### src/rtl/sbd_pkg.sv
// Shared types and constants for the switch bank debouncer.
`timescale 1ns / 1ps

package sbd_pkg;

    localparam int SAMPLE_W     = 8;
    localparam int TICK_W       = 16;
    localparam int SEL_W        = 2;
    localparam int CFG_INDEX_W  = 2;
    localparam int CFG_DATA_W   = 16;
    localparam int NUM_SWITCHES_DEF = 8;

    localparam logic [TICK_W-1:0]   RISE_TICKS_RST   = TICK_W'(20);
    localparam logic [TICK_W-1:0]   FALL_TICKS_RST   = TICK_W'(20);
    localparam logic [SEL_W-1:0]    EVENT_SELECT_RST = SEL_W'(2);
    localparam logic [SAMPLE_W-1:0] EVENT_ENABLE_RST = '0;

    // register indexes
    localparam logic [CFG_INDEX_W-1:0] REG_RISE_TICKS   = CFG_INDEX_W'(0);
    localparam logic [CFG_INDEX_W-1:0] REG_FALL_TICKS   = CFG_INDEX_W'(1);
    localparam logic [CFG_INDEX_W-1:0] REG_EVENT_SELECT = CFG_INDEX_W'(2);
    localparam logic [CFG_INDEX_W-1:0] REG_EVENT_ENABLE = CFG_INDEX_W'(3);

    // edge selection codes
    localparam logic [SEL_W-1:0] EVSEL_RISE = SEL_W'(0);
    localparam logic [SEL_W-1:0] EVSEL_FALL = SEL_W'(1);
    localparam logic [SEL_W-1:0] EVSEL_BOTH = SEL_W'(2);

    // input modes
    localparam logic MODE_TICK = 1'b0;
    localparam logic MODE_LOAD = 1'b1;

    typedef struct packed {
        logic                mode;
        logic [SAMPLE_W-1:0] sample_bits;
    } in_item_t;

    typedef struct packed {
        logic [SAMPLE_W-1:0] stable_bits;
        logic [SAMPLE_W-1:0] rose_bits;
        logic [SAMPLE_W-1:0] fell_bits;
        logic [SAMPLE_W-1:0] event_bits;
    } out_item_t;

    typedef struct packed {
        logic level;
        logic rose;
        logic fell;
    } lane_res_t;

endpackage

### src/rtl/sbd_lane.sv
// One debounce lane: rise/fall counters and the stable level of one switch.
`timescale 1ns / 1ps

module sbd_lane
    import sbd_pkg::*;
(
    input  logic              clk,
    input  logic              rst_n,
    input  logic              accept,
    input  logic              mode,
    input  logic              raw,
    input  logic [TICK_W-1:0] rise_ticks,
    input  logic [TICK_W-1:0] fall_ticks,
    output lane_res_t         res
);

    logic              level_reg, level_next;
    logic [TICK_W-1:0] rise_cnt_reg, rise_cnt_next;
    logic [TICK_W-1:0] fall_cnt_reg, fall_cnt_next;

    always_comb
    begin
        level_next    = level_reg;
        rise_cnt_next = rise_cnt_reg;
        fall_cnt_next = fall_cnt_reg;
        res.rose      = 1'b0;
        res.fell      = 1'b0;
        if (mode == MODE_LOAD || raw == level_reg)
        begin
            if (mode == MODE_LOAD)
            begin
                level_next = raw;
            end
            rise_cnt_next = rise_ticks;
            fall_cnt_next = fall_ticks;
        end
        else if (!level_reg)
        begin
            if (rise_cnt_reg == '0)
            begin
                level_next    = 1'b1;
                rise_cnt_next = rise_ticks;
                res.rose      = 1'b1;
            end
            else
            begin
                rise_cnt_next = rise_cnt_reg - TICK_W'(1);
            end
        end
        else
        begin
            if (fall_cnt_reg == '0)
            begin
                level_next    = 1'b0;
                fall_cnt_next = fall_ticks;
                res.fell      = 1'b1;
            end
            else
            begin
                fall_cnt_next = fall_cnt_reg - TICK_W'(1);
            end
        end
        res.level = level_next;
    end

    always_ff @(posedge clk or negedge rst_n)
    begin
        if (!rst_n)
        begin
            level_reg    <= 1'b0;
            rise_cnt_reg <= RISE_TICKS_RST;
            fall_cnt_reg <= FALL_TICKS_RST;
        end
        else if (accept)
        begin
            level_reg    <= level_next;
            rise_cnt_reg <= rise_cnt_next;
            fall_cnt_reg <= fall_cnt_next;
        end
    end

endmodule

### src/rtl/sbd_merge.sv
// Merge stage: edge selection, enable mask and two-entry output buffer.
`timescale 1ns / 1ps

module sbd_merge
    import sbd_pkg::*;
(
    input  logic                clk,
    input  logic                rst_n,
    input  logic                accept,
    input  logic [SAMPLE_W-1:0] stable_bits,
    input  logic [SAMPLE_W-1:0] rose_bits,
    input  logic [SAMPLE_W-1:0] fell_bits,
    input  logic [SEL_W-1:0]    event_select,
    input  logic [SAMPLE_W-1:0] event_enable,
    output logic                in_stall,
    output logic                out_valid,
    input  logic                out_stall,
    output out_item_t           out_data
);

    out_item_t merged;
    out_item_t main_reg;
    out_item_t skid_reg;
    logic      main_valid_reg, main_valid_next;
    logic      skid_valid_reg, skid_valid_next;
    logic      out_take;
    logic      load_main;
    logic      load_skid;
    logic      move_skid;

    always_comb
    begin
        merged.stable_bits = stable_bits;
        merged.rose_bits   = rose_bits;
        merged.fell_bits   = fell_bits;
        merged.event_bits  = ((event_select != EVSEL_FALL) ? rose_bits : '0)
                           | ((event_select != EVSEL_RISE) ? fell_bits : '0);
        merged.event_bits  = merged.event_bits & event_enable;
    end

    assign out_take = main_valid_reg && !out_stall;

    always_comb
    begin
        main_valid_next = main_valid_reg;
        skid_valid_next = skid_valid_reg;
        load_main       = 1'b0;
        load_skid       = 1'b0;
        move_skid       = 1'b0;
        if (skid_valid_reg)
        begin
            if (out_take)
            begin
                move_skid       = 1'b1;
                skid_valid_next = 1'b0;
            end
        end
        else if (accept)
        begin
            if (!main_valid_reg || out_take)
            begin
                load_main       = 1'b1;
                main_valid_next = 1'b1;
            end
            else
            begin
                load_skid       = 1'b1;
                skid_valid_next = 1'b1;
            end
        end
        else if (out_take)
        begin
            main_valid_next = 1'b0;
        end
    end

    always_ff @(posedge clk or negedge rst_n)
    begin
        if (!rst_n)
        begin
            main_valid_reg <= 1'b0;
            skid_valid_reg <= 1'b0;
        end
        else
        begin
            main_valid_reg <= main_valid_next;
            skid_valid_reg <= skid_valid_next;
        end
    end

    always_ff @(posedge clk)
    begin
        if (load_main)
        begin
            main_reg <= merged;
        end
        else if (move_skid)
        begin
            main_reg <= skid_reg;
        end
        if (load_skid)
        begin
            skid_reg <= merged;
        end
    end

    assign in_stall  = skid_valid_reg;
    assign out_valid = main_valid_reg;
    assign out_data  = main_reg;

    a_skid_needs_main: assert property (@(posedge clk) disable iff (!rst_n)
        skid_valid_reg |-> main_valid_reg)
        else $error("skid entry held without a main entry");

    a_no_accept_when_full: assert property (@(posedge clk) disable iff (!rst_n)
        skid_valid_reg |-> !accept)
        else $error("transaction accepted with both buffer entries full");

    a_stalled_result_held: assert property (@(posedge clk) disable iff (!rst_n)
        (main_valid_reg && out_stall) |=> (main_valid_reg && $stable(main_reg)))
        else $error("stalled result dropped or changed");

    a_event_from_edge: assert property (@(posedge clk) disable iff (!rst_n)
        main_valid_reg |->
            ((main_reg.event_bits & ~(main_reg.rose_bits | main_reg.fell_bits)) == '0))
        else $error("event without an accepted edge");

    a_single_edge: assert property (@(posedge clk) disable iff (!rst_n)
        main_valid_reg |-> ((main_reg.rose_bits & main_reg.fell_bits) == '0))
        else $error("lane reports both edges in one transaction");

endmodule

### src/rtl/switch_bank_debouncer_top.sv
// Top level of the switch bank debouncer: config registers, lanes and merge stage.
//
//  channel  | handshake            | payload
//  ---------+----------------------+-------------------------------------------
//  in       | in_valid / in_stall  | in_data: mode, sample_bits
//  out      | out_valid / out_stall| out_data: stable/rose/fell/event bits
//  cfg      | cfg_write            | cfg_index, cfg_data
//
//  One transaction per clock while in_stall is low; its result is registered in the output buffer.
//  Every lane updates its counters in the cycle of acceptance, so throughput is
//  set by the two-entry output buffer only: full rate while out_stall stays low.
//  Reset is asynchronous, active low; counters load 20, levels clear.
//  in_stall rises only when both output entries hold unread results.
`timescale 1ns / 1ps

module switch_bank_debouncer_top
    import sbd_pkg::*;
#(
    parameter int NUM_SWITCHES = NUM_SWITCHES_DEF
)
(
    input  logic                   clk,
    input  logic                   rst_n,
    input  logic                   in_valid,
    output logic                   in_stall,
    input  in_item_t               in_data,
    output logic                   out_valid,
    input  logic                   out_stall,
    output out_item_t              out_data,
    input  logic                   cfg_write,
    input  logic [CFG_INDEX_W-1:0] cfg_index,
    input  logic [CFG_DATA_W-1:0]  cfg_data
);

    localparam int ACTIVE_LANES = (NUM_SWITCHES < SAMPLE_W) ? NUM_SWITCHES : SAMPLE_W;

    logic [TICK_W-1:0]   rise_ticks_reg;
    logic [TICK_W-1:0]   fall_ticks_reg;
    logic [SEL_W-1:0]    event_select_reg;
    logic [SAMPLE_W-1:0] event_enable_reg;

    logic                accept;
    logic [SAMPLE_W-1:0] stable_bits;
    logic [SAMPLE_W-1:0] rose_bits;
    logic [SAMPLE_W-1:0] fell_bits;
    lane_res_t           lane_res [ACTIVE_LANES];

    always_ff @(posedge clk or negedge rst_n)
    begin
        if (!rst_n)
        begin
            rise_ticks_reg   <= RISE_TICKS_RST;
            fall_ticks_reg   <= FALL_TICKS_RST;
            event_select_reg <= EVENT_SELECT_RST;
            event_enable_reg <= EVENT_ENABLE_RST;
        end
        else if (cfg_write)
        begin
            unique case (cfg_index)
                REG_RISE_TICKS:   rise_ticks_reg   <= cfg_data[TICK_W-1:0];
                REG_FALL_TICKS:   fall_ticks_reg   <= cfg_data[TICK_W-1:0];
                REG_EVENT_SELECT: event_select_reg <= cfg_data[SEL_W-1:0];
                REG_EVENT_ENABLE: event_enable_reg <= cfg_data[SAMPLE_W-1:0];
                default: ;
            endcase
        end
    end

    assign accept = in_valid && !in_stall;

    for (genvar g = 0; g < SAMPLE_W; g++)
    begin : g_lane
        if (g < ACTIVE_LANES)
        begin : g_on
            sbd_lane u_lane (
                .clk        (clk),
                .rst_n      (rst_n),
                .accept     (accept),
                .mode       (in_data.mode),
                .raw        (in_data.sample_bits[g]),
                .rise_ticks (rise_ticks_reg),
                .fall_ticks (fall_ticks_reg),
                .res        (lane_res[g])
            );
            assign stable_bits[g] = lane_res[g].level;
            assign rose_bits[g]   = lane_res[g].rose;
            assign fell_bits[g]   = lane_res[g].fell;
        end
        else
        begin : g_off
            assign stable_bits[g] = 1'b0;
            assign rose_bits[g]   = 1'b0;
            assign fell_bits[g]   = 1'b0;
        end
    end

    sbd_merge u_merge (
        .clk          (clk),
        .rst_n        (rst_n),
        .accept       (accept),
        .stable_bits  (stable_bits),
        .rose_bits    (rose_bits),
        .fell_bits    (fell_bits),
        .event_select (event_select_reg),
        .event_enable (event_enable_reg),
        .in_stall     (in_stall),
        .out_valid    (out_valid),
        .out_stall    (out_stall),
        .out_data     (out_data)
    );

endmodule

### config.mk
export PLATFORM = sky130hd
export DESIGN_NAME = switch_bank_debouncer_top
export DESIGN_NICKNAME = d
export VERILOG_FILES = /design/src/rtl/sbd_pkg.sv /design/src/rtl/sbd_lane.sv /design/src/rtl/sbd_merge.sv /design/src/rtl/switch_bank_debouncer_top.sv
export SDC_FILE = /design/constraint.sdc
export NUM_CORES = 1
export LEC_CHECK = 0
export BUFFER_PORTS_ARGS = -buffer_cell sky130_fd_sc_hd__buf_2
export CAP_MARGIN = 10
export CORE_MARGIN = 2
export CORE_UTILIZATION = 55
export CTS_BUF_LIST = sky130_fd_sc_hd__clkbuf_4 sky130_fd_sc_hd__clkbuf_8
export CTS_CLUSTER_SIZE = 40
export DETAILED_ROUTE_END_ITERATION = 16
export HOLD_SLACK_MARGIN = 0.08
export PLACE_DENSITY = 0.78
export SLEW_MARGIN = 10
export SYNTH_ARGS = -nofsm -noshare
export SYNTH_HDL_FRONTEND = slang
export SYNTH_SLANG_ARGS = --single-unit
### constraint.sdc
create_clock -name clk -period 3 [get_ports clk]
set_input_delay 0.3 -clock clk [delete_from_list [all_inputs] [get_ports clk]]
set_output_delay 0.3 -clock clk [all_outputs]
set_load 0.01 [all_outputs]
After elaboration in Yosys (flattened, before gate mapping)
Index checks and enable logic that the tools add are counted.
{"block": "classes", "n_eq_ne": 21, "shifts": 0, "n_div": 0, "n_lt_le_gt_ge": 0, "muxes": 137, "addsub": 16, "reduce_logical": 63, "bitwise_logic": 3, "n_mul": 0}
{"op": "16-bit two-way mux", "count": 48}
{"op": "16-bit logical NOT", "count": 16}
{"op": "16-bit by 1-bit subtractor with 16-bit output, second input constant", "count": 16}
{"op": "1-bit two-way mux", "count": 77}
{"op": "32-bit two-way mux", "count": 2}
{"op": "2-bit AND reduction", "count": 20}
{"op": "2-bit nonzero test", "count": 11}
{"op": "2-bit two-way mux", "count": 8}
{"op": "8-bit two-way mux", "count": 2}
{"op": "2-bit != test, second input constant", "count": 8}
{"op": "1-bit logical OR", "count": 9}
{"op": "8-bit AND", "count": 1}
{"op": "1-bit == test", "count": 8}
{"op": "8-bit bitwise OR", "count": 1}
{"op": "2-bit == test, second input constant", "count": 2}
{"op": "2-bit by 1-bit != test with 1-bit output, second input constant", "count": 2}
{"op": "1-bit logical NOT", "count": 3}
{"op": "3-bit AND reduction", "count": 1}
{"op": "2-bit by 1-bit == test with 1-bit output, second input constant", "count": 1}
{"op": "1-bit logical AND", "count": 2}
{"op": "2-bit logical NOT", "count": 1}
{"op": "1-bit inverter", "count": 1}
{"block": "totals", "word_cells": 278, "memories": 0, "rom_bits": 0, "latchBits": 0, "ramBits": 0, "reg_bits": 372}

Longest topological paths before layout
Gate-level depths: netlist of run 1.
{"block": "depth", "ltp_word": 8, "depth_mapped": 9, "ltp_nobuf": 7}

Modules after synthesis
From an unflattened synthesis of run 1, not the netlist that was laid out.
{"block": "hier_totals", "cells_unflattened": 2446, "area_unflattened_um2": 22744.3}
{"module": "sbd_lane at g_lane[0].g_on.u_lane ...", "cells_per_inst": 272, "n_inst": 4, "area_each_um2": 2283.4}
{"module": "sbd_lane at g_lane[4].g_on.u_lane ...", "cells_per_inst": 279, "n_inst": 3, "area_each_um2": 2326.0}
{"module": "sbd_merge", "cells_per_inst": 151, "n_inst": 1, "area_each_um2": 2693.8}
{"module": "sbd_lane at g_lane[7].g_on.u_lane", "cells_per_inst": 279, "n_inst": 1, "area_each_um2": 2337.2}
{"module": "switch_bank_debouncer_top", "cells_per_inst": 91, "n_inst": 1, "area_each_um2": 1601.5}

Worst setup path after synthesis of run 1
OpenSTA, ideal clock, no wires.
{"block": "synth_timing", "kind": "reg2reg", "from": "register u_merge.skid_valid_reg (netlist: u_merge.in_stall)", "to": "register u_merge.main_reg, in the netlist u_merge.out_data[0] (enable)", "t_required_ns": 2.568, "arrival_time_ns": 2.836, "path_stages_with_launch": 6, "setup_time_ns": 0.432, "n_path_buf": 2, "path_slack_ns": -0.268, "cell_sequence": "dfrtp_1 -> nor2b_1 -> clkbuf_1 -> clkbuf_1 -> a21oi_1 -> a21oi_1"}
{"block": "synth_between", "elab_chain_len": 5, "elab_cells_between_ends": 6}
{"element": "start, declared", "line_no": "sbd_merge.sv:25", "rtl": "logic skid_valid_reg, skid_valid_next;"}
{"element": "start signal, assigned", "line_no": "sbd_merge.sv:87", "rtl": "skid_valid_reg <= skid_valid_next;"}
{"element": "1-bit logical NOT", "line_no": "switch_bank_debouncer_top.sv:69", "rtl": "assign accept = in_valid && !in_stall;"}
{"element": "1-bit logical AND", "line_no": "switch_bank_debouncer_top.sv:69"}
{"element": "1-bit two-way mux", "line_no": "sbd_merge.sv:58", "rtl": "else if (accept)"}
{"element": "1-bit two-way mux", "line_no": "sbd_merge.sv:50", "rtl": "if (skid_valid_reg)"}
{"element": "2-bit nonzero test (no line) (*)"}
{"element": "end signal, assigned", "line_no": "sbd_merge.sv:95", "rtl": "main_reg <= merged;"}
{"element": "end signal, assigned", "line_no": "sbd_merge.sv:99", "rtl": "main_reg <= skid_reg;"}
{"element": "end, declared", "line_no": "sbd_merge.sv:22", "rtl": "out_item_t main_reg;"}
Mark *: on every way between the ends. The rest lies on a longest branch, timed or not.
A chain may end at the register's enable or synchronous reset.

Worst setup path in the final report of run 1
{"block": "layout_timing", "from": "register g_lane[0].g_on.u_lane.fall_cnt_reg[7]", "to": "register g_lane[0].g_on.u_lane.fall_cnt_reg[11]"}
{"block": "layout_between", "elab_chain_len": 4, "elab_cells_between_ends": 5}
{"element": "start, declared", "line_no": "sbd_lane.sv:19", "rtl": "logic [TICK_W-1:0] fall_cnt_reg, fall_cnt_next;"}
{"element": "start signal, assigned", "line_no": "sbd_lane.sv:78", "rtl": "fall_cnt_reg <= fall_cnt_next;"}
{"element": "16-bit by 1-bit subtractor with 16-bit output / 16-bit logical NOT (equally long branches)", "line_no": "sbd_lane.sv:60, sbd_lane.sv:52"}
{"element": "16-bit two-way mux (*)", "line_no": "sbd_lane.sv:52", "rtl": "if (fall_cnt_reg == '0)"}
{"element": "16-bit two-way mux (*)", "line_no": "sbd_lane.sv:37", "rtl": "else if (!level_reg)"}
{"element": "16-bit two-way mux (*)", "line_no": "sbd_lane.sv:28", "rtl": "if (mode == MODE_LOAD || raw == level_reg)"}
Mark *: on every way between the ends. The rest lies on a longest branch, timed or not. The select of a mux whose other input is x is not followed.

==> results by group, run 1 <==
Clocking
  – # clock sinks: between 300 and 400
  – Number of buffers created by CTS: 68
  – Deepest level of the CTS H-tree: 3
  – Clock Path Buffers: 3
  – Buffer cell driving the clock tree root: sky130_fd_sc_hd__clkbuf_8
  – CTS tree: yes
  – Insertion delay of the later-clocked pin in the worst-skew pair: about 0.63 ns
  – CTS clk-pin slew, worst paths: roughly 0.060 ns
  – Post-CTS Setup Bufs: 0

Finish
  – End-of-flow core utilization: between 60% and 70%
  – # fillers: 3395
  – Share of post-route cells with drive strength above 1: 14.92%
  – Post-route cell area: approximately 25000 um2
  – Area Overhead vs Synth: 12.67%
  – Leading cell type in the layout, fill and taps excluded: sky130_fd_sc_hd__dfrtp_1
  – FF/Latch Area: around 9700 um2
  – Total Nets Final: 2697
  – Most frequent cells in the layout: sky130_fd_sc_hd__dfrtp_1, sky130_fd_sc_hd__nand2_1, sky130_fd_sc_hd__o21ai_0
  – Area used by multi-input combinational logic: roughly 12000 um2

Floorplanning
  – Row count: 74
  – Height of the die: just over 200 um
  – DIE AREA: about 43000 um2
  – Width of the chip: 206.2 um
  – Area of the placeable core: just over 40000 um2
  – Top Ports: between 60 and 70
  – Initial standard-cell utilization of the core: a little under three fifths

Critical path
  – Worst r2r dst: g_lane[0].g_on.u_lane.fall_cnt_reg[11]$_DFFE_PN0P_
  – Slowest stage delay, CP: around 0.72 ns
  – CP max FO: 19
  – Crit path launch type: flop
  – WP buf/inv: 0
  – Data arrival at the endpoint of the critical path: roughly 3.3 ns
  – Cell depth of the worst flop-to-flop path: 5
  – Launching point of the worst reg2reg path: g_lane[0].g_on.u_lane.fall_cnt_reg[7]$_DFFE_PN0P_
  – Slack of the worst reg-to-reg path: 0.19 ns
  – Cell depth of the worst setup path: 5
  – Type of destination of the critical path: flop
  – Critical path capture point: g_lane[0].g_on.u_lane.fall_cnt_reg[11]$_DFFE_PN0P_
  – Crit-path slowest cell: sky130_fd_sc_hd__and2_0
  – List of cells traversed by the critical path: nor4_1 -> nand4_1 -> and2_0 -> mux2i_1 -> o22ai_1
  – Required time of the critical path: roughly 3.5 ns
  – Category of cells accounting for the largest share of critical-path delay: simple AND/OR/NAND/NOR gates
  – Critical Setup Path Class: flop to flop
  – Start point of the critical path: g_lane[0].g_on.u_lane.fall_cnt_reg[7]$_DFFE_PN0P_

Yosys
  – Number of flops mapped to enable cells by yosys: 64
  – Number of distinct library cells after synthesis: 76
  – Number of synthesis warnings: 0
  – Mean instance size in the synthesized netlist: between 8 and 9 um2
  – Cell count after synthesis: 2552
  – Most frequently used flop master after synthesis: sky130_fd_sc_hd__dfrtp_1
  – Post-Syn Area: approximately 22000 um2
  – FF+latch count, synth: around 370
  – Share of the synthesized area in the top cell type: around 30%
  – Proportion of synthesized chip area in sequential cells: between 40% and 50%
  – Net count after synthesis: 2616
  – Post-synth ARST share: 82.80%
  – Top cells by area, synth: sky130_fd_sc_hd__dfrtp_1, sky130_fd_sc_hd__edfxtp_1, sky130_fd_sc_hd__o21ai_0
  – Synth area leader: sky130_fd_sc_hd__dfrtp_1

Routing
  – First-pass iteration count of the detailed router: 9
  – Routed wire length on met2: around 32000 um
  – Count of nets left with antenna violations after detail routing: 0
  – Detailed Route WL: between 70000 and 80000 um
  – Highest metal layer with signal wires: met4
  – Detailed-route vias per instance: 6.734
  – Met3 routed WL: about 7400 um
  – Residual DRC: 0
  – Routed length per placed instance: between 20 and 25 um
  – Via count of the routed design: ~22000
  – Number of DRC markers after the initial detailed-route iteration: 2249
  – Wl on met1: 27510 um

Timing
  – Post-route fraction of the period consumed by the critical path: ~94%
  – Setup skew after layout: approximately 0.028 ns
  – Smallest hold slack: ~0.18 ns
  – Total of endpoints with negative setup slack in the final report: 0
  – Maximum frequency from static timing analysis: about 360 MHz
  – Final Hold Violating Endpoints: 0
  – Max-Slew Margin vs Limit: about 21%
  – Transition at the pin with the smallest max-transition slack: around 1.2 ns
  – Period minus WS final: between 2 and 3 ns
  – Number of pins exceeding their max-slew limit in the final report: 0
  – Setup total negative slack: 0 ns
  – Setup repair after global routing missed its margin: false

Global routing
  – GR Overflow Total: 0
  – Maximum number of pins on one net before global-route repair: 100
  – GR Util All Layers: 33.04%
  – Number of global-route vias before repair: a little over 20000
  – Global-route wire length before repair: approximately 110000 um
  – Initial antenna violation count: 3

Power and ir drop
  – Power density of the placed cells: ~930 nW/um2
  – Worst supply voltage drop on vdd: between 500 and 600 uV
  – Static Leak: 10.00 nW

Placement
  – Half-perimeter wire length of the detailed placement result: 46200 um
  – Post-Place Cell Area: ~24000 um2
  – Count of input and output buffers: 65
  – Routability congestion estimate: slightly below 1

Hold path
  – Type of the worst min-delay path: input port to flop
  – Number of cells on the worst hold path: 3

Job
  – Max Cap Viol: 0

Run status
  – Run status: finished clean
## per-layer routing
layer  vias up  global-route usage, %
met5         -                      0
met3       268                  6.717
met1     10400                  44.16
li1       9753                      -
met4         0                  17.24
met2      1281                  50.86
## tightest hold or removal path, delay by kind of cell
kind	cells	cell delay (ns)
buffers and inverters	1	0.12
muxes	1	0.18
and+or+nand+nor	1	0.17
## timing repair
action / CTS / global route
resized for setup: 0 / 1
hold buffers: 26 / 0
endpoints found under the hold margin: 139 / 0
setup endpoints to repair: 0 / 1
## worst min path at each step
| stage | from | slack [ns] | to |
|---|---|---|---|
| after floorplan | rst_n | 0.004 | event_enable_reg[0]$_DFFE_PN0P_ |
| after global placement | rst_n | 0.42 | g_lane[5].g_on.u_lane.fall_cnt_reg[1]$_DFFE_PN0P_ |
| after detailed placement | rst_n | 0.42 | g_lane[5].g_on.u_lane.fall_cnt_reg[6]$_DFFE_PN0P_ |
| after CTS | cfg_write | 0.13 | event_select_reg[1]$_DFFE_PN1P_ |
| after global routing | cfg_write | 0.15 | event_select_reg[1]$_DFFE_PN1P_ |
| final | cfg_index[1] | 0.18 | event_select_reg[0]$_DFFE_PN0P_ |
## metrics by stage
stage / total power (W) / cells / setup WS, ns
after CTS: 0.02336 / 3220 / 0.1850
after floorplan: 0.01518 / 2552 / 0.1915
final: 0.02355 / 3223 / 0.1894
after global routing: 0.02499 / 3223 / 0.06713
after detailed placement: 0.01807 / 3069 / 0.2128
after global placement: 0.01759 / 3069 / 0.2523
## where the power goes
part           switching [W]  total, W  internal (W)
registers            0.00280    0.0103       0.00746
clock network        0.00225   0.00519       0.00293
logic                0.00470   0.00810       0.00340
total                0.00976    0.0236        0.0138
## final cells by class
class / instances / area share, %
multi-input combinational: 1884 / 46.28
clock buffer: 104 / 5.106
timing repair buffer: 185 / 5.333
clock inverter: 21 / 0.6320
sequential: 372 / 38.18
inverter: 122 / 1.807
antenna: 3 / 0.02963
tap: 532 / 2.627
## cell families (layout without fill, tap and decap cells)
group,after synthesis,count (layout),share of synthesized area [%]
flops,372,372,43.02
fa+ha+maj,32,32,1.780
other cells,0,3,0
simple gates,986,986,23.30
mux,132,132,6.137
compound gates,732,732,20.70
buf+inv,296,432,4.979
xor+xnor,2,2,0.07790
## synthesized netlist by cell type, types with 7 or more instances
library cell / instances
sky130_fd_sc_hd__nor4b_1: 20
sky130_fd_sc_hd__nor4_1: 76
sky130_fd_sc_hd__dfrtp_1: 271
sky130_fd_sc_hd__or3b_2: 13
sky130_fd_sc_hd__nand2_1: 217
sky130_fd_sc_hd__o22a_1: 13
sky130_fd_sc_hd__a21boi_0: 14
sky130_fd_sc_hd__a21o_1: 8
sky130_fd_sc_hd__nand4b_1: 9
sky130_fd_sc_hd__a31oi_1: 18
sky130_fd_sc_hd__or4_1: 26
sky130_fd_sc_hd__o22ai_1: 31
sky130_fd_sc_hd__or2_2: 7
sky130_fd_sc_hd__a22o_1: 8
sky130_fd_sc_hd__nand2b_1: 32
sky130_fd_sc_hd__a22oi_1: 44
sky130_fd_sc_hd__o21ai_0: 208
sky130_fd_sc_hd__and3_1: 30
sky130_fd_sc_hd__a211oi_1: 7
sky130_fd_sc_hd__o31ai_1: 8
sky130_fd_sc_hd__a21oi_1: 185
sky130_fd_sc_hd__and4_1: 9
sky130_fd_sc_hd__o311ai_0: 13
sky130_fd_sc_hd__edfxtp_1: 64
sky130_fd_sc_hd__and2_1: 23
sky130_fd_sc_hd__ha_1: 32
sky130_fd_sc_hd__o211ai_1: 20
sky130_fd_sc_hd__nor3_1: 107
sky130_fd_sc_hd__nand3_1: 136
sky130_fd_sc_hd__or3_1: 35
sky130_fd_sc_hd__mux2i_1: 85
sky130_fd_sc_hd__inv_1: 122
sky130_fd_sc_hd__nor3b_1: 20
sky130_fd_sc_hd__a2bb2oi_1: 51
sky130_fd_sc_hd__o2bb2ai_1: 21
sky130_fd_sc_hd__o32ai_1: 9
sky130_fd_sc_hd__mux2_2: 47
sky130_fd_sc_hd__nor2_1: 134
sky130_fd_sc_hd__o21a_1: 17
sky130_fd_sc_hd__nand4_1: 64
sky130_fd_sc_hd__dfstp_2: 37
sky130_fd_sc_hd__clkbuf_1: 161
sky130_fd_sc_hd__a211o_1: 20
Note: power is estimated with default switching activity, not from simulation.
==> run 2: changes to the inputs <==
--- a/config.mk
+++ b/config.mk
@@ -8,13 +8,14 @@
 export BUFFER_PORTS_ARGS = -buffer_cell sky130_fd_sc_hd__buf_2
 export CAP_MARGIN = 10
 export CORE_MARGIN = 2
-export CORE_UTILIZATION = 55
+export CORE_UTILIZATION = 50
 export CTS_BUF_LIST = sky130_fd_sc_hd__clkbuf_4 sky130_fd_sc_hd__clkbuf_8
 export CTS_CLUSTER_SIZE = 40
 export DETAILED_ROUTE_END_ITERATION = 16
 export HOLD_SLACK_MARGIN = 0.08
-export PLACE_DENSITY = 0.78
+export PLACE_DENSITY = 0.72
 export SLEW_MARGIN = 10
 export SYNTH_ARGS = -nofsm -noshare
 export SYNTH_HDL_FRONTEND = slang
+export SYNTH_HIERARCHICAL = 1
 export SYNTH_SLANG_ARGS = --single-unit
==> results by group, run 2 <==
Timing
  – Number of pins exceeding their max-slew limit in the final report: 0
  – Final Hold Violating Endpoints: 0
  – Post-route fraction of the period consumed by the critical path: approximately nine tenths
  – Period minus WS final: 2.661 ns
  – Total of endpoints with negative setup slack in the final report: 0
  – Setup total negative slack: 0 ns
  – Maximum frequency from static timing analysis: 375.8 MHz
  – Transition at the pin with the smallest max-transition slack: 0.9878 ns
  – Max-Slew Margin vs Limit: roughly 34%
  – Smallest hold slack: about 0.14 ns
  – Setup repair after global routing missed its margin: false
  – Setup skew after layout: between 0.02 and 0.025 ns

Placement
  – Post-Place Cell Area: ~24000 um2
  – Routability congestion estimate: roughly 0.9
  – Count of input and output buffers: 65
  – Total instance count after detailed placement: around 3000
  – Half-perimeter wire length of the detailed placement result: roughly 45000 um

Power and ir drop
  – Part of the power in combinational logic: a little over a third
  – Reported net switching power: ~0.0099 W
  – Fraction of power spent switching nets: about two fifths
  – Worst supply voltage drop on vdd: 597.0 uV
  – Static Leak: about 10 nW
  – Reg power frac: approximately 43%
  – Fraction of power consumed by the clock network: about 22%
  – Power Internal: ~0.014 W
  – Power density of the placed cells: roughly 940 nW/um2

Yosys
  – Share of cell area taken by muxes after synthesis: around 6.3%
  – Mean instance size in the synthesized netlist: 9.299 um2
  – Combinational family with the most area after synthesis: simple AND/OR/NAND/NOR gates
  – FF+latch count, synth: between 300 and 400
  – Simple logic cell fraction of the synthesized area: between 20% and 30%
  – Proportion of synthesized chip area in sequential cells: 42.54%
  – Top cells by instance count after synthesis: sky130_fd_sc_hd__dfrtp_1, sky130_fd_sc_hd__nand2_1, sky130_fd_sc_hd__nand3_1, sky130_fd_sc_hd__o21ai_0, sky130_fd_sc_hd__a21oi_1
  – Number of flops mapped to enable cells by yosys: 64
  – Post-synth ARST share: between 80% and 90%
  – Net count after synthesis: roughly 2500
  – Post-Syn Area: around 23000 um2
  – Share of the synthesized area in the top cell type: between 20% and 30%
  – Cell count after synthesis: between 2000 and 2500
  – Number of distinct library cells after synthesis: 84
  – Most frequently used flop master after synthesis: sky130_fd_sc_hd__dfrtp_1
  – Top cells by area, synth: sky130_fd_sc_hd__dfrtp_1, sky130_fd_sc_hd__edfxtp_1, sky130_fd_sc_hd__dfstp_2
  – Post-Synth Adder-Cell Area: under 10%
  – Area share of xor/xnor cells in the synthesized design: less than 1%
  – Top-count cell post-synth: sky130_fd_sc_hd__dfrtp_1
  – Number of synthesis warnings: 6
  – Synthesized-area fraction occupied by ao, oa, aoi and oai cells: 19.94%
  – Synth area leader: sky130_fd_sc_hd__dfrtp_1

Clocking
  – # clock sinks: approximately 370
  – CTS tree: yes
  – Number of buffers created by CTS: between 60 and 70
  – Deepest level of the CTS H-tree: 3
  – CTS clk-pin slew, worst paths: 0.06 ns
  – Clock Path Buffers: 3
  – Insertion delay of the later-clocked pin in the worst-skew pair: 0.61 ns
  – Buffer cell driving the clock tree root: sky130_fd_sc_hd__clkbuf_8

Routing
  – Detailed-route vias per instance: about 6.6
  – Routed length per placed instance: approximately 21 um
  – First-pass iteration count of the detailed router: 6
  – Residual DRC: 0
  – Number of DRC markers after the initial detailed-route iteration: 2618
  – Via count of the routed design: between 20000 and 25000
  – Count of nets left with antenna violations after detail routing: 0
  – Detailed Route WL: around 68000 um

Finish
  – Total Nets Final: about 2600
  – Leading cell type in the layout, fill and taps excluded: sky130_fd_sc_hd__dfrtp_1
  – End-of-flow core utilization: between 50% and 60%
  – # fillers: approximately 3900
  – Post-route cell area: around 25000 um2
  – Area Overhead vs Synth: 11.64%
  – Share of post-route cells with drive strength above 1: 16.98%
  – Most frequent cells in the layout: sky130_fd_sc_hd__dfrtp_1, sky130_fd_sc_hd__nand2_1, sky130_fd_sc_hd__nand3_1
  – Finished Layout Cells: roughly 3200

Global routing
  – Number of global-route vias before repair: slightly below 20000
  – GR Util All Layers: between 20 and 30%
  – Initial antenna violation count: 5
  – GR Overflow Total: 0
  – Maximum number of pins on one net before global-route repair: 73
  – Global-route wire length before repair: between 100000 and 150000 um

Critical path
  – CP max FO: 15
  – Worst r2r dst: g_lane[7].g_on.u_lane/rise_cnt_reg[10]$_DFFE_PN0P_
  – Data arrival at the endpoint of the critical path: 3.14 ns
  – Launching point of the worst reg2reg path: g_lane[7].g_on.u_lane/rise_cnt_reg[7]$_DFFE_PN0P_
  – Critical path capture point: g_lane[7].g_on.u_lane/rise_cnt_reg[10]$_DFFE_PN0P_
  – Cell depth of the worst flop-to-flop path: 5
  – Critical Setup Path Class: flop to flop
  – Start point of the critical path: g_lane[7].g_on.u_lane/rise_cnt_reg[7]$_DFFE_PN0P_
  – Slack of the worst reg-to-reg path: roughly 0.34 ns
  – Crit path launch type: flop
  – Type of destination of the critical path: flop
  – Required time of the critical path: between 3 and 4 ns

Floorplanning
  – Width of the chip: 217.3 um
  – Row count: between 70 and 80
  – DIE AREA: 47210 um2
  – Initial standard-cell utilization of the core: between 50% and 60%
  – Area of the placeable core: between 40000 and 50000 um2
  – Top Ports: 66
  – Height of the die: 217.3 um

Job
  – Max Cap Viol: 0

Hold path
  – Type of the worst min-delay path: input port to flop

Run status
  – Run status: finished clean
[run 2: timing repair]
item,CTS,global route
resized for setup,0,0
hold buffers,26,0
setup endpoints to repair,0,0
hold endpoints to repair,111,0
buffers inserted,0,0
[run 2: layer usage]
layer	up-vias	routed length [um]	track usage, %
li1	9514	-	-
met1	10290	28630	38.73
met2	929	30160	43.14
met3	221	5752	4.612
met4	0	3764	16.83
met5	-	0	0
[run 2: worst min-delay path by stage]
stage,start,end,cells after the start
CTS,cfg_write,event_select_reg[0]$_DFFE_PN0P_,3
floorplan,rst_n,event_enable_reg[0]$_DFFE_PN0P_,0
detailed placement,rst_n,g_lane[4].g_on.u_lane/fall_cnt_reg[10]$_DFFE_PN0P_,1
finish,cfg_write,event_select_reg[0]$_DFFE_PN0P_,3
global route,cfg_write,event_select_reg[0]$_DFFE_PN0P_,3
global placement,rst_n,g_lane[4].g_on.u_lane/fall_cnt_reg[9]$_DFFE_PN0P_,1
[run 2: layout make-up]
class | count | area [um2] | area share, %
sequential | 372 | 9676 | 38.10
timing repair buffer | 161 | 1171 | 4.612
multi-input combinational | 1844 | 11970 | 47.15
inverter | 88 | 330.3 | 1.301
tap | 600 | 750.7 | 2.957
clock inverter | 12 | 112.6 | 0.4435
antenna | 5 | 12.51 | 0.04928
clock buffer | 108 | 1368 | 5.386
[run 2: critical path: stages, from the launching register on]
cell and delay [ns]:
sky130_fd_sc_hd__dfrtp_1 0.42, sky130_fd_sc_hd__or3_1 0.51, sky130_fd_sc_hd__or4_4 0.58, sky130_fd_sc_hd__o21ai_2 0.50, sky130_fd_sc_hd__o21ai_1 0.14, sky130_fd_sc_hd__a221o_1 0.38
[run 2: power by group through the flow]
stage | Clock, W | Sequential (W) | Combinational, W
after global placement | 0 | 0.0101 | 0.00795
after global routing | 0.00557 | 0.0106 | 0.00932
after CTS | 0.00534 | 0.0102 | 0.00833
after detailed placement | 0 | 0.0102 | 0.00828
after floorplan | 0 | 0.00938 | 0.00637
final | 0.00524 | 0.0103 | 0.00843
[run 2: per-stage QoR]
stage | total power, W | setup WS (ns)
floorplan | 0.01575 | 0.08282
global placement | 0.01809 | 0.4670
detailed placement | 0.01852 | 0.3687
CTS | 0.02386 | 0.3633
global route | 0.02549 | 0.1797
finish | 0.02399 | 0.3392
[run 2: kinds of logic (layout without fill, tap and decap cells)]
group           count (synthesis)  in the layout
fa+ha+maj                      32             32
mux                           126            126
simple gates                 1010           1010
compound gates                669            669
buf+inv                       230            369
xor+xnor                        7              7
other cells                     0              5
flops                         372            372
